$ cat src/sv/cpualu_pkg.sv
`timescale 1ns / 1ps
`default_nettype none

package cpualu_pkg;

  // Operation codes.
  localparam logic [5:0] CMD_ADD    = 6'd0;
  localparam logic [5:0] CMD_ADC    = 6'd1;
  localparam logic [5:0] CMD_SUB    = 6'd2;
  localparam logic [5:0] CMD_SBC    = 6'd3;
  localparam logic [5:0] CMD_AND    = 6'd4;
  localparam logic [5:0] CMD_XOR    = 6'd5;
  localparam logic [5:0] CMD_OR     = 6'd6;
  localparam logic [5:0] CMD_CP     = 6'd7;
  localparam logic [5:0] CMD_INC    = 6'd8;
  localparam logic [5:0] CMD_DEC    = 6'd9;
  localparam logic [5:0] CMD_RLCA   = 6'd10;
  localparam logic [5:0] CMD_RRCA   = 6'd11;
  localparam logic [5:0] CMD_RLA    = 6'd12;
  localparam logic [5:0] CMD_RRA    = 6'd13;
  localparam logic [5:0] CMD_DAA    = 6'd14;
  localparam logic [5:0] CMD_CPL    = 6'd15;
  localparam logic [5:0] CMD_SCF    = 6'd16;
  localparam logic [5:0] CMD_CCF    = 6'd17;
  localparam logic [5:0] CMD_RLC    = 6'd18;
  localparam logic [5:0] CMD_RRC    = 6'd19;
  localparam logic [5:0] CMD_RL     = 6'd20;
  localparam logic [5:0] CMD_RR     = 6'd21;
  localparam logic [5:0] CMD_SLA    = 6'd22;
  localparam logic [5:0] CMD_SRA    = 6'd23;
  localparam logic [5:0] CMD_SWAP   = 6'd24;
  localparam logic [5:0] CMD_SRL    = 6'd25;
  localparam logic [5:0] CMD_BIT    = 6'd26;
  localparam logic [5:0] CMD_RES    = 6'd27;
  localparam logic [5:0] CMD_SET    = 6'd28;
  localparam logic [5:0] CMD_ADD16  = 6'd29;
  localparam logic [5:0] CMD_ADDSP  = 6'd30;
  localparam logic [5:0] CMD_INC16  = 6'd31;
  localparam logic [5:0] CMD_DEC16  = 6'd32;

  // Decimal adjust constants.
  localparam logic [7:0] DAA_LIMIT  = 8'h99;
  localparam logic [7:0] DAA_HI     = 8'h60;
  localparam logic [7:0] DAA_LO     = 8'h06;
  localparam logic [3:0] DAA_DIGIT  = 4'd9;

  // Flag bit positions.
  localparam int FLAG_Z = 3;
  localparam int FLAG_N = 2;
  localparam int FLAG_H = 1;
  localparam int FLAG_C = 0;

  typedef struct packed {
    logic [5:0]  command;
    logic [15:0] operand_a;
    logic [15:0] operand_b;
    logic [2:0]  bit_index;
    logic [3:0]  flags_in;
  } in_t;

  typedef struct packed {
    logic [15:0] result;
    logic [3:0]  flags_out;
  } out_t;

  // Decode stage record: adder operands prepared.
  typedef struct packed {
    logic [5:0]  command;
    logic [15:0] x;
    logic [15:0] y;
    logic        cin;
    logic [7:0]  a8;
    logic [7:0]  b8;
    logic [2:0]  bit_index;
    logic [3:0]  flags;
    logic        daa_c;
  } dec_t;

  // Execute stage record: raw sum with carry taps and the bitwise result.
  typedef struct packed {
    logic [5:0]  command;
    logic [15:0] sum;
    logic        c3;
    logic        c7;
    logic        c11;
    logic        c15;
    logic [7:0]  alt;
    logic        sc;
    logic        bit_z;
    logic [3:0]  flags;
    logic        daa_c;
  } exe_t;

endpackage

`default_nettype wire

$ cat src/sv/cpu_alu_with_flags.sv
// Flag-producing ALU of an 8-bit handheld CPU as a three-stage pipeline.
// Every item carries an operation code, two 16-bit operands, a bit index and
// the incoming Z/N/H/C flags, and yields one item with the result and the new
// flags. The block takes one item per cycle while no stage is held by back
// pressure; each item passes in order through the three register stages
// (operand preparation, the shared 16-bit adder with bitwise unit, and the
// flag and result select that ends in the output register). Each stage holds
// its own valid bit, and its ready is high when the stage is empty or its
// item moves on, so back pressure stalls the pipeline without losing,
// repeating or reordering items. 8-bit operations return their result in the
// low byte with the upper byte zero; flags an operation does not define pass
// through unchanged; unused codes return zero with the flags unchanged.
`timescale 1ns / 1ps
`default_nettype none

module cpu_alu_with_flags
  import cpualu_pkg::*;
(
  input  logic clk,
  input  logic rst,
  input  logic in_valid,
  output logic in_ready,
  input  in_t  in_data,
  output logic out_valid,
  input  logic out_ready,
  output out_t out_data
);

  // Between decode and execute.
  logic dec_valid;
  logic dec_ready;
  dec_t dec_data;

  // Between execute and the flag stage.
  logic exe_valid;
  logic exe_ready;
  exe_t exe_data;

  // Stage one: turns every arithmetic operation into an add on one adder
  // and works out the decimal adjust correction and its carry.
  cpualu_decode u_decode (
    .clk      (clk),
    .rst      (rst),
    .up_valid (in_valid),
    .up_ready (in_ready),
    .up_data  (in_data),
    .dn_valid (dec_valid),
    .dn_ready (dec_ready),
    .dn_data  (dec_data)
  );

  // Stage two: the 16-bit sum with its nibble and byte carries, plus the
  // logic, shift, rotate and bit operations on the low byte.
  cpualu_exec u_exec (
    .clk      (clk),
    .rst      (rst),
    .up_valid (dec_valid),
    .up_ready (dec_ready),
    .up_data  (dec_data),
    .dn_valid (exe_valid),
    .dn_ready (exe_ready),
    .dn_data  (exe_data)
  );

  // Stage three: zero detect, flag assembly and result select into the
  // output register.
  cpualu_flags u_flags (
    .clk      (clk),
    .rst      (rst),
    .up_valid (exe_valid),
    .up_ready (exe_ready),
    .up_data  (exe_data),
    .dn_valid (out_valid),
    .dn_ready (out_ready),
    .dn_data  (out_data)
  );

`ifndef SYNTHESIS
  // A consumer that takes every item never stalls the input side.
  a_no_stall: assert property (@(posedge clk) disable iff (rst)
    out_ready |-> in_ready)
    else $error("input stalled while the output side is ready");

  // With the output ready throughout, an accepted item reaches the output.
  a_latency: assert property (@(posedge clk) disable iff (rst)
    (in_valid && in_ready && out_ready) ##1 out_ready ##1 out_ready |=> out_valid)
    else $error("accepted item did not reach the output in three cycles");

  // Byte operations keep the upper adder inputs at zero, so carries stay 8-bit.
  a_byte_ops: assert property (@(posedge clk) disable iff (rst)
    (dec_valid && (dec_data.command < CMD_ADD16))
      |-> (dec_data.x[15:8] == 8'h00) && (dec_data.y[15:8] == 8'h00))
    else $error("byte operation drove the upper adder byte");

  // Reset empties the output register.
  a_reset: assert property (@(posedge clk)
    rst |=> !out_valid)
    else $error("output valid after reset");
`endif

endmodule

`default_nettype wire

$ cat src/sv/cpualu_decode.sv
`timescale 1ns / 1ps
`default_nettype none

module cpualu_decode
  import cpualu_pkg::*;
(
  input  logic clk,
  input  logic rst,
  input  logic up_valid,
  output logic up_ready,
  input  in_t  up_data,
  output logic dn_valid,
  input  logic dn_ready,
  output dec_t dn_data
);

  logic [7:0] a;
  logic [7:0] b;
  logic [7:0] corr;
  logic       fn;
  logic       fh;
  logic       fc;
  dec_t       rec;
  logic       load;

  assign a    = up_data.operand_a[7:0];
  assign b    = up_data.operand_b[7:0];
  assign fn   = up_data.flags_in[FLAG_N];
  assign fh   = up_data.flags_in[FLAG_H];
  assign fc   = up_data.flags_in[FLAG_C];

  assign up_ready = !dn_valid || dn_ready;
  assign load     = up_valid && up_ready;

  // Subtraction runs as x + ~y + !borrow so that one adder serves every arithmetic op.
  always_comb begin
    corr          = 8'h00;
    rec.command   = up_data.command;
    rec.x         = {8'h00, a};
    rec.y         = 16'h0000;
    rec.cin       = 1'b0;
    rec.a8        = a;
    rec.b8        = b;
    rec.bit_index = up_data.bit_index;
    rec.flags     = up_data.flags_in;
    rec.daa_c     = fc;
    unique case (up_data.command)
      CMD_ADD: rec.y = {8'h00, b};
      CMD_ADC: begin
        rec.y   = {8'h00, b};
        rec.cin = fc;
      end
      CMD_SUB, CMD_CP: begin
        rec.y   = {8'h00, ~b};
        rec.cin = 1'b1;
      end
      CMD_SBC: begin
        rec.y   = {8'h00, ~b};
        rec.cin = !fc;
      end
      CMD_INC: rec.cin = 1'b1;
      CMD_DEC: rec.y = 16'h00FF;
      CMD_DAA: begin
        if (!fn) begin
          if (fc || (a > DAA_LIMIT)) begin
            corr      = corr | DAA_HI;
            rec.daa_c = 1'b1;
          end
          if (fh || (a[3:0] > DAA_DIGIT)) corr = corr | DAA_LO;
          rec.y = {8'h00, corr};
        end else begin
          if (fh) corr = corr | DAA_LO;
          if (fc) corr = corr | DAA_HI;
          rec.y   = {8'h00, ~corr};
          rec.cin = 1'b1;
        end
      end
      CMD_ADD16: begin
        rec.x = up_data.operand_a;
        rec.y = up_data.operand_b;
      end
      CMD_ADDSP: begin
        rec.x = up_data.operand_a;
        rec.y = {{8{b[7]}}, b};
      end
      CMD_INC16: begin
        rec.x   = up_data.operand_a;
        rec.cin = 1'b1;
      end
      CMD_DEC16: begin
        rec.x = up_data.operand_a;
        rec.y = 16'hFFFF;
      end
      default: ;
    endcase
  end

  always_ff @(posedge clk) begin
    if (rst) begin
      dn_valid <= 1'b0;
    end else if (up_ready) begin
      dn_valid <= up_valid;
    end
  end

  always_ff @(posedge clk) begin
    if (load) begin
      dn_data <= rec;
    end
  end

endmodule

`default_nettype wire

$ cat src/sv/cpualu_exec.sv
`timescale 1ns / 1ps
`default_nettype none

module cpualu_exec
  import cpualu_pkg::*;
(
  input  logic clk,
  input  logic rst,
  input  logic up_valid,
  output logic up_ready,
  input  dec_t up_data,
  output logic dn_valid,
  input  logic dn_ready,
  output exe_t dn_data
);

  logic [16:0] total;
  logic [7:0]  a;
  logic [7:0]  b;
  logic [7:0]  mask;
  logic        fc;
  exe_t        rec;
  logic        load;

  assign a    = up_data.a8;
  assign b    = up_data.b8;
  assign fc   = up_data.flags[FLAG_C];
  assign mask = 8'd1 << up_data.bit_index;

  assign total = {1'b0, up_data.x} + {1'b0, up_data.y} + {16'h0000, up_data.cin};

  assign up_ready = !dn_valid || dn_ready;
  assign load     = up_valid && up_ready;

  always_comb begin
    rec.command = up_data.command;
    rec.sum     = total[15:0];
    // Carry into bit k+1 recovered from the sum bit and the operand bits.
    rec.c3      = up_data.x[4] ^ up_data.y[4] ^ total[4];
    rec.c7      = up_data.x[8] ^ up_data.y[8] ^ total[8];
    rec.c11     = up_data.x[12] ^ up_data.y[12] ^ total[12];
    rec.c15     = total[16];
    rec.flags   = up_data.flags;
    rec.daa_c   = up_data.daa_c;
    rec.bit_z   = !a[up_data.bit_index];
    rec.alt     = a;
    rec.sc      = 1'b0;
    unique case (up_data.command)
      CMD_AND:  rec.alt = a & b;
      CMD_XOR:  rec.alt = a ^ b;
      CMD_OR:   rec.alt = a | b;
      CMD_CPL:  rec.alt = ~a;
      CMD_RLCA, CMD_RLC: begin
        rec.alt = {a[6:0], a[7]};
        rec.sc  = a[7];
      end
      CMD_RRCA, CMD_RRC: begin
        rec.alt = {a[0], a[7:1]};
        rec.sc  = a[0];
      end
      CMD_RLA, CMD_RL: begin
        rec.alt = {a[6:0], fc};
        rec.sc  = a[7];
      end
      CMD_RRA, CMD_RR: begin
        rec.alt = {fc, a[7:1]};
        rec.sc  = a[0];
      end
      CMD_SLA: begin
        rec.alt = {a[6:0], 1'b0};
        rec.sc  = a[7];
      end
      CMD_SRA: begin
        rec.alt = {a[7], a[7:1]};
        rec.sc  = a[0];
      end
      CMD_SRL: begin
        rec.alt = {1'b0, a[7:1]};
        rec.sc  = a[0];
      end
      CMD_SWAP: rec.alt = {a[3:0], a[7:4]};
      CMD_RES:  rec.alt = a & ~mask;
      CMD_SET:  rec.alt = a | mask;
      default: ;
    endcase
  end

  always_ff @(posedge clk) begin
    if (rst) begin
      dn_valid <= 1'b0;
    end else if (up_ready) begin
      dn_valid <= up_valid;
    end
  end

  always_ff @(posedge clk) begin
    if (load) begin
      dn_data <= rec;
    end
  end

endmodule

`default_nettype wire

$ cat src/sv/cpualu_flags.sv
`timescale 1ns / 1ps
`default_nettype none

module cpualu_flags
  import cpualu_pkg::*;
(
  input  logic clk,
  input  logic rst,
  input  logic up_valid,
  output logic up_ready,
  input  exe_t up_data,
  output logic dn_valid,
  input  logic dn_ready,
  output out_t dn_data
);

  logic       zs;
  logic       za;
  logic       fz;
  logic       fn;
  logic       fc;
  logic [7:0] s8;
  out_t       rec;
  logic       load;

  assign s8 = up_data.sum[7:0];
  assign zs = (s8 == 8'h00);
  assign za = (up_data.alt == 8'h00);
  assign fz = up_data.flags[FLAG_Z];
  assign fn = up_data.flags[FLAG_N];
  assign fc = up_data.flags[FLAG_C];

  assign up_ready = !dn_valid || dn_ready;
  assign load     = up_valid && up_ready;

  always_comb begin
    rec.result    = {8'h00, up_data.alt};
    rec.flags_out = up_data.flags;
    unique case (up_data.command)
      CMD_ADD, CMD_ADC: begin
        rec.result    = {8'h00, s8};
        rec.flags_out = {zs, 1'b0, up_data.c3, up_data.c7};
      end
      CMD_SUB, CMD_SBC: begin
        rec.result    = {8'h00, s8};
        rec.flags_out = {zs, 1'b1, !up_data.c3, !up_data.c7};
      end
      CMD_CP:  rec.flags_out = {zs, 1'b1, !up_data.c3, !up_data.c7};
      CMD_INC: begin
        rec.result    = {8'h00, s8};
        rec.flags_out = {zs, 1'b0, up_data.c3, fc};
      end
      CMD_DEC: begin
        rec.result    = {8'h00, s8};
        rec.flags_out = {zs, 1'b1, !up_data.c3, fc};
      end
      CMD_AND: rec.flags_out = {za, 1'b0, 1'b1, 1'b0};
      CMD_XOR, CMD_OR, CMD_SWAP: rec.flags_out = {za, 3'b000};
      CMD_RLCA, CMD_RRCA, CMD_RLA, CMD_RRA:
        rec.flags_out = {3'b000, up_data.sc};
      CMD_RLC, CMD_RRC, CMD_RL, CMD_RR, CMD_SLA, CMD_SRA, CMD_SRL:
        rec.flags_out = {za, 2'b00, up_data.sc};
      CMD_DAA: begin
        rec.result    = {8'h00, s8};
        rec.flags_out = {zs, fn, 1'b0, up_data.daa_c};
      end
      CMD_CPL: rec.flags_out = {fz, 1'b1, 1'b1, fc};
      CMD_SCF: rec.flags_out = {fz, 1'b0, 1'b0, 1'b1};
      CMD_CCF: rec.flags_out = {fz, 1'b0, 1'b0, !fc};
      CMD_BIT: rec.flags_out = {up_data.bit_z, 1'b0, 1'b1, fc};
      CMD_RES, CMD_SET: ;
      CMD_ADD16: begin
        rec.result    = up_data.sum;
        rec.flags_out = {fz, 1'b0, up_data.c11, up_data.c15};
      end
      CMD_ADDSP: begin
        rec.result    = up_data.sum;
        rec.flags_out = {2'b00, up_data.c3, up_data.c7};
      end
      CMD_INC16, CMD_DEC16: rec.result = up_data.sum;
      default: rec.result = 16'h0000;
    endcase
  end

  always_ff @(posedge clk) begin
    if (rst) begin
      dn_valid <= 1'b0;
    end else if (up_ready) begin
      dn_valid <= up_valid;
    end
  end

  always_ff @(posedge clk) begin
    if (load) begin
      dn_data <= rec;
    end
  end

endmodule

`default_nettype wire

$ cat config.mk
export PLATFORM = sky130hd
export DESIGN_NAME = cpu_alu_with_flags
export DESIGN_NICKNAME = d
export VERILOG_FILES = /design/src/sv/cpualu_pkg.sv /design/src/sv/cpu_alu_with_flags.sv /design/src/sv/cpualu_decode.sv /design/src/sv/cpualu_exec.sv /design/src/sv/cpualu_flags.sv
export SDC_FILE = /design/constraint.sdc
export NUM_CORES = 1
export LEC_CHECK = 0
export ABC_CLOCK_PERIOD_IN_PS = 4900
export BUFFER_PORTS_ARGS = -buffer_cell sky130_fd_sc_hd__buf_2
export CAP_MARGIN = 20
export CORE_ASPECT_RATIO = 2
export CORE_MARGIN = 10
export CORE_UTILIZATION = 30
export CTS_BUF_LIST = sky130_fd_sc_hd__clkbuf_4
export CTS_CLUSTER_SIZE = 8
export DETAILED_ROUTE_END_ITERATION = 8
export SETUP_SLACK_MARGIN = 0.5
export SLEW_MARGIN = 25
export SYNTH_ARGS = -nofsm -noshare
export SYNTH_HDL_FRONTEND = slang
export SYNTH_SLANG_ARGS = --single-unit
$ cat constraint.sdc
create_clock -name clk -period 4.9 [get_ports clk]
set_input_delay 0.735 -clock clk [delete_from_list [all_inputs] [get_ports clk]]
set_output_delay 0.735 -clock clk [all_outputs]
set_load 0.01 [all_outputs]
==> metrics.md <==
| Metric | Value |
|---|---|
| Result of the run | finished clean |
| Number of buffers inserted by post-CTS setup repair | 0 |
| Post-placement cell area | 7570 um2 |
| Largest delay share family, worst path | compound AO/OA/AOI/OAI gates |
| Final Instance Area | slightly below 8000 um2 |
| Max Clock Freq | between 0.3 and 0.4 GHz |
| Power density relative to cell area | approximately 300 nW/um2 |
| Total length of routed wires | 18900 um |
| Maximum fanout count along the critical path | 10 |
| DRC viols | 0 |
| CTS H-tree depth | 4 |
| Net count reported at finish | approximately 770 |
| Clk sinks | 119 |
| Post-synth top area share | 49.9% |
| Initial Utilization | about 31% |
| Insertion delay of the later-clocked pin in the worst-skew pair | 0.55 ns |
| Critical Path Start Type | flip-flop |
| CTS Hold Bufs | 0 |
| Pin slew with the least headroom to its limit | 0.974 ns |
| Overall global routing resource usage | around 13% |
| CORE AREA | 22800 um2 |
| Count of vias placed by the detailed router | 5568 |
| Final Setup Violations | 0 |
| Data required time at the worst endpoint | roughly 5.2 ns |
| Util after Layout | 34.3% |
| Boundary pin count | 71 |
| Worst-case register-to-register setup slack | 1.89 ns |
| Die Y | 236 um |
| Endpoint kind of the worst setup timing path | flip-flop |
| Post-route clock skew | 0.0210 ns |
| Critical Path Slowest Stage Cell | edfxtp_1 |
| Total of max-cap violations | 0 |
| Worst hold margin | 0.359 ns |
| Most frequently used flop master after synthesis | edfxtp_1 |
| Number of port buffers | 70 |
| Half-perimeter wire length after placement | 14800 um |
| Mean instance size in the synthesized netlist | 10.8 um2 |
| Net count of the mapped netlist | between 700 and 800 |
| Register bit count reported by yosys | 119 |
| Cell Chain, Critical Path | fa_1 -> a211oi_1 -> o21ai_0 -> a31oi_1 -> nor3_1 -> or4b_1 |
| Class of the worst hold path | input port to flip-flop |
| Syn-to-layout area delta | 12.2% |
| CTS tree | yes |
| CTS clock-pin slew for the worst setup and hold paths | 0.10 ns |
| Final hold violations | 0 |
| Share of synthesized registers carrying an async set or reset | 0% |
| First DRT Iteration DRCs | roughly 360 |
| Tcrit/Tclk final | between 60 and 70% |
| Netlist area before placement | 6980 um2 |
| Worst slew margin | 34.8% |
| Most area-consuming cells after synthesis | edfxtp_1 (50%), a21oi_1 (3.2%), ha_1 (2.7%) |
| Most area-hungry cell type in the Yosys netlist | edfxtp_1 |
| CTS resizes | 0 |
| Routability cong. | 0.964 |
| Count of synthesis-stage warnings from yosys | 0 |
| Number of antenna violations at the first check in global routing | 1 |
| Final critical delay including setup and external delays | 3.01 ns |
| Wire length of the first global-routing pass | 29900 um |
| Count of flip-flops with a built-in enable after synthesis | 116 |
| Classification of the worst setup path | flip-flop to flip-flop |
| Number of distinct library cell variants in the gate-level netlist after synthesis | 80 |
| Clock root cell | clkbuf_4 |
| Routed wire per std cell | 18.9 um |
| Drt first pass iters | 7 |
| Number of buffers on the longest clock path | 2 |
| Share of final-layout standard cells stronger than drive strength 1 | between 15 and 20% |
| Buffers plus inverters on the worst setup path | 0 |
| Maximum number of pins on one net before global-route repair | 56 |
| Overflow left after global routing | 0 |
| Vias in the first global route | 5582 |
| Leakage component of the power | 2.86 nW |
| Overall die width | around 130 um |
| Post-detailed-route count of antenna-violating nets | 0 |
| Sequential cell area fraction in the yosys report | 50.8% |
| Routed via count divided by cell count | 5.56 |
| Die Outline Area | about 30000 um2 |
| Unrepaired setup endpoints after global routing | false |
| Num CTS Buffers | 17 |
| Number of cells produced by synthesis | 649 |
| Slowest stage delay, CP | 0.56 ns |
| Floorplan row count | 78 |
| Setup tns final | 0 ns |
| Worst Path Arrival | 3.30 ns |
| Pins Over Slew Limit | 0 |
| Maximum resistive drop on vdd | 0.135 mV |
[flip-flops by register name (all words and copies together), names as in the netlist]
register           flops
u_decode.dn_valid      1
u_flags.dn_valid       1
u_exec.dn_data        41
u_flags.dn_data       20
u_exec.dn_valid        1
u_decode.dn_data      55
[layout by cell type, fill, tap and decap left out, types with 15 or more instances in the layout]
master,Yosys,final
edfxtp_1,116,116
buf_2,5,70
nand2_1,46,46
a21oi_1,45,45
nor2_1,35,35
inv_1,25,25
nor3_1,21,21
a21o_1,20,20
o21ai_0,20,20
and2_1,20,20
nand3_1,20,20
clkbuf_4,0,19
ha_1,15,15
[area by class of cell]
cell class	count	area [um2]
antenna	1	2.50
clock buffer	19	143
clock inverter	13	110
fill	2383	15000
inverter	25	93.8
multi-input combinational	467	3180
sequential	119	3540
tap	280	350
timing repair buffer	78	410
[cells in the mapped netlist, drive strengths merged, types with 13 or more instances]
| library cell | instances |
|---|---|
| o211ai | 13 |
| nand2 | 46 |
| a21o | 20 |
| nand2b | 13 |
| inv | 25 |
| buf | 17 |
| a21oi | 46 |
| edfxtp | 116 |
| nor3 | 21 |
| o21ai | 21 |
| and2 | 21 |
| ha | 15 |
| nand3 | 20 |
| nor2 | 35 |
| clkbuf | 21 |
[power by group]
group | internal (mW) | switching (mW) | leakage, nW
clock network | 0.260 | 0.362 | 0.142
registers | 1.21 | 0.0705 | 1.12
logic | 0.170 | 0.244 | 1.61
[worst paths after layout]
check                            start                  end  cells past startpoint
hold / removal              in_data[3]  u_decode.dn_data[4]                      1
setup / recovery  u_decode.dn_data[16]   u_exec.dn_data[28]                      6
hold reg to reg    u_decode.dn_data[0]    u_exec.dn_data[0]                      0
setup reg to reg  u_decode.dn_data[16]   u_exec.dn_data[28]                      6
[logic make-up (layout without fill, tap and decap cells)]
| logic type | Yosys count | in the layout | share of synthesized area [%] |
|---|---|---|---|
| buffers and inverters | 63 | 135 | 4.12 |
| adders and majority gates | 18 | 18 | 3.41 |
| other | 0 | 1 | 0 |
| xor gates and xnor gates | 12 | 12 | 1.51 |
| DFF | 119 | 119 | 50.8 |
| and+or+nand+nor | 222 | 222 | 17.5 |
| AOI/OAI and AO/OA | 208 | 208 | 21.2 |
| muxes | 7 | 7 | 1.42 |
[per-stage QoR]
stage / power (mW) / setup WS (ns) / std cells
final: 2.32 / 1.89 / 1002
after CTS: 2.34 / 1.91 / 1001
after global placement: 1.71 / 1.94 / 969
after global routing: 2.44 / 1.72 / 1002
after detailed placement: 1.71 / 1.92 / 969
after floorplan: 1.57 / 0.554 / 649
[worst register-to-register path: cells and delay by family, from the launching register on]
| kind | cells | cell delay, ns |
|---|---|---|
| adder cells (fa/ha/maj) | 1 | 0.52 |
| AO/OA/AOI/OAI | 3 | 1.06 |
| flip-flops | 1 | 0.56 |
| AND/OR/NAND/NOR | 2 | 0.63 |
[layer usage]
metal  vias to the layer above  global-route usage (%)  part of all wire (%)
li1                       2655                       -                     -
met1                      2661                    11.9                    35
met2                       179                    23.1                    56
met3                        73                    2.41                   3.7
met4                         0                    8.52                   5.7
met5                         -                       0                     0
No activity file was read; power rests on OpenSTA's default activity.
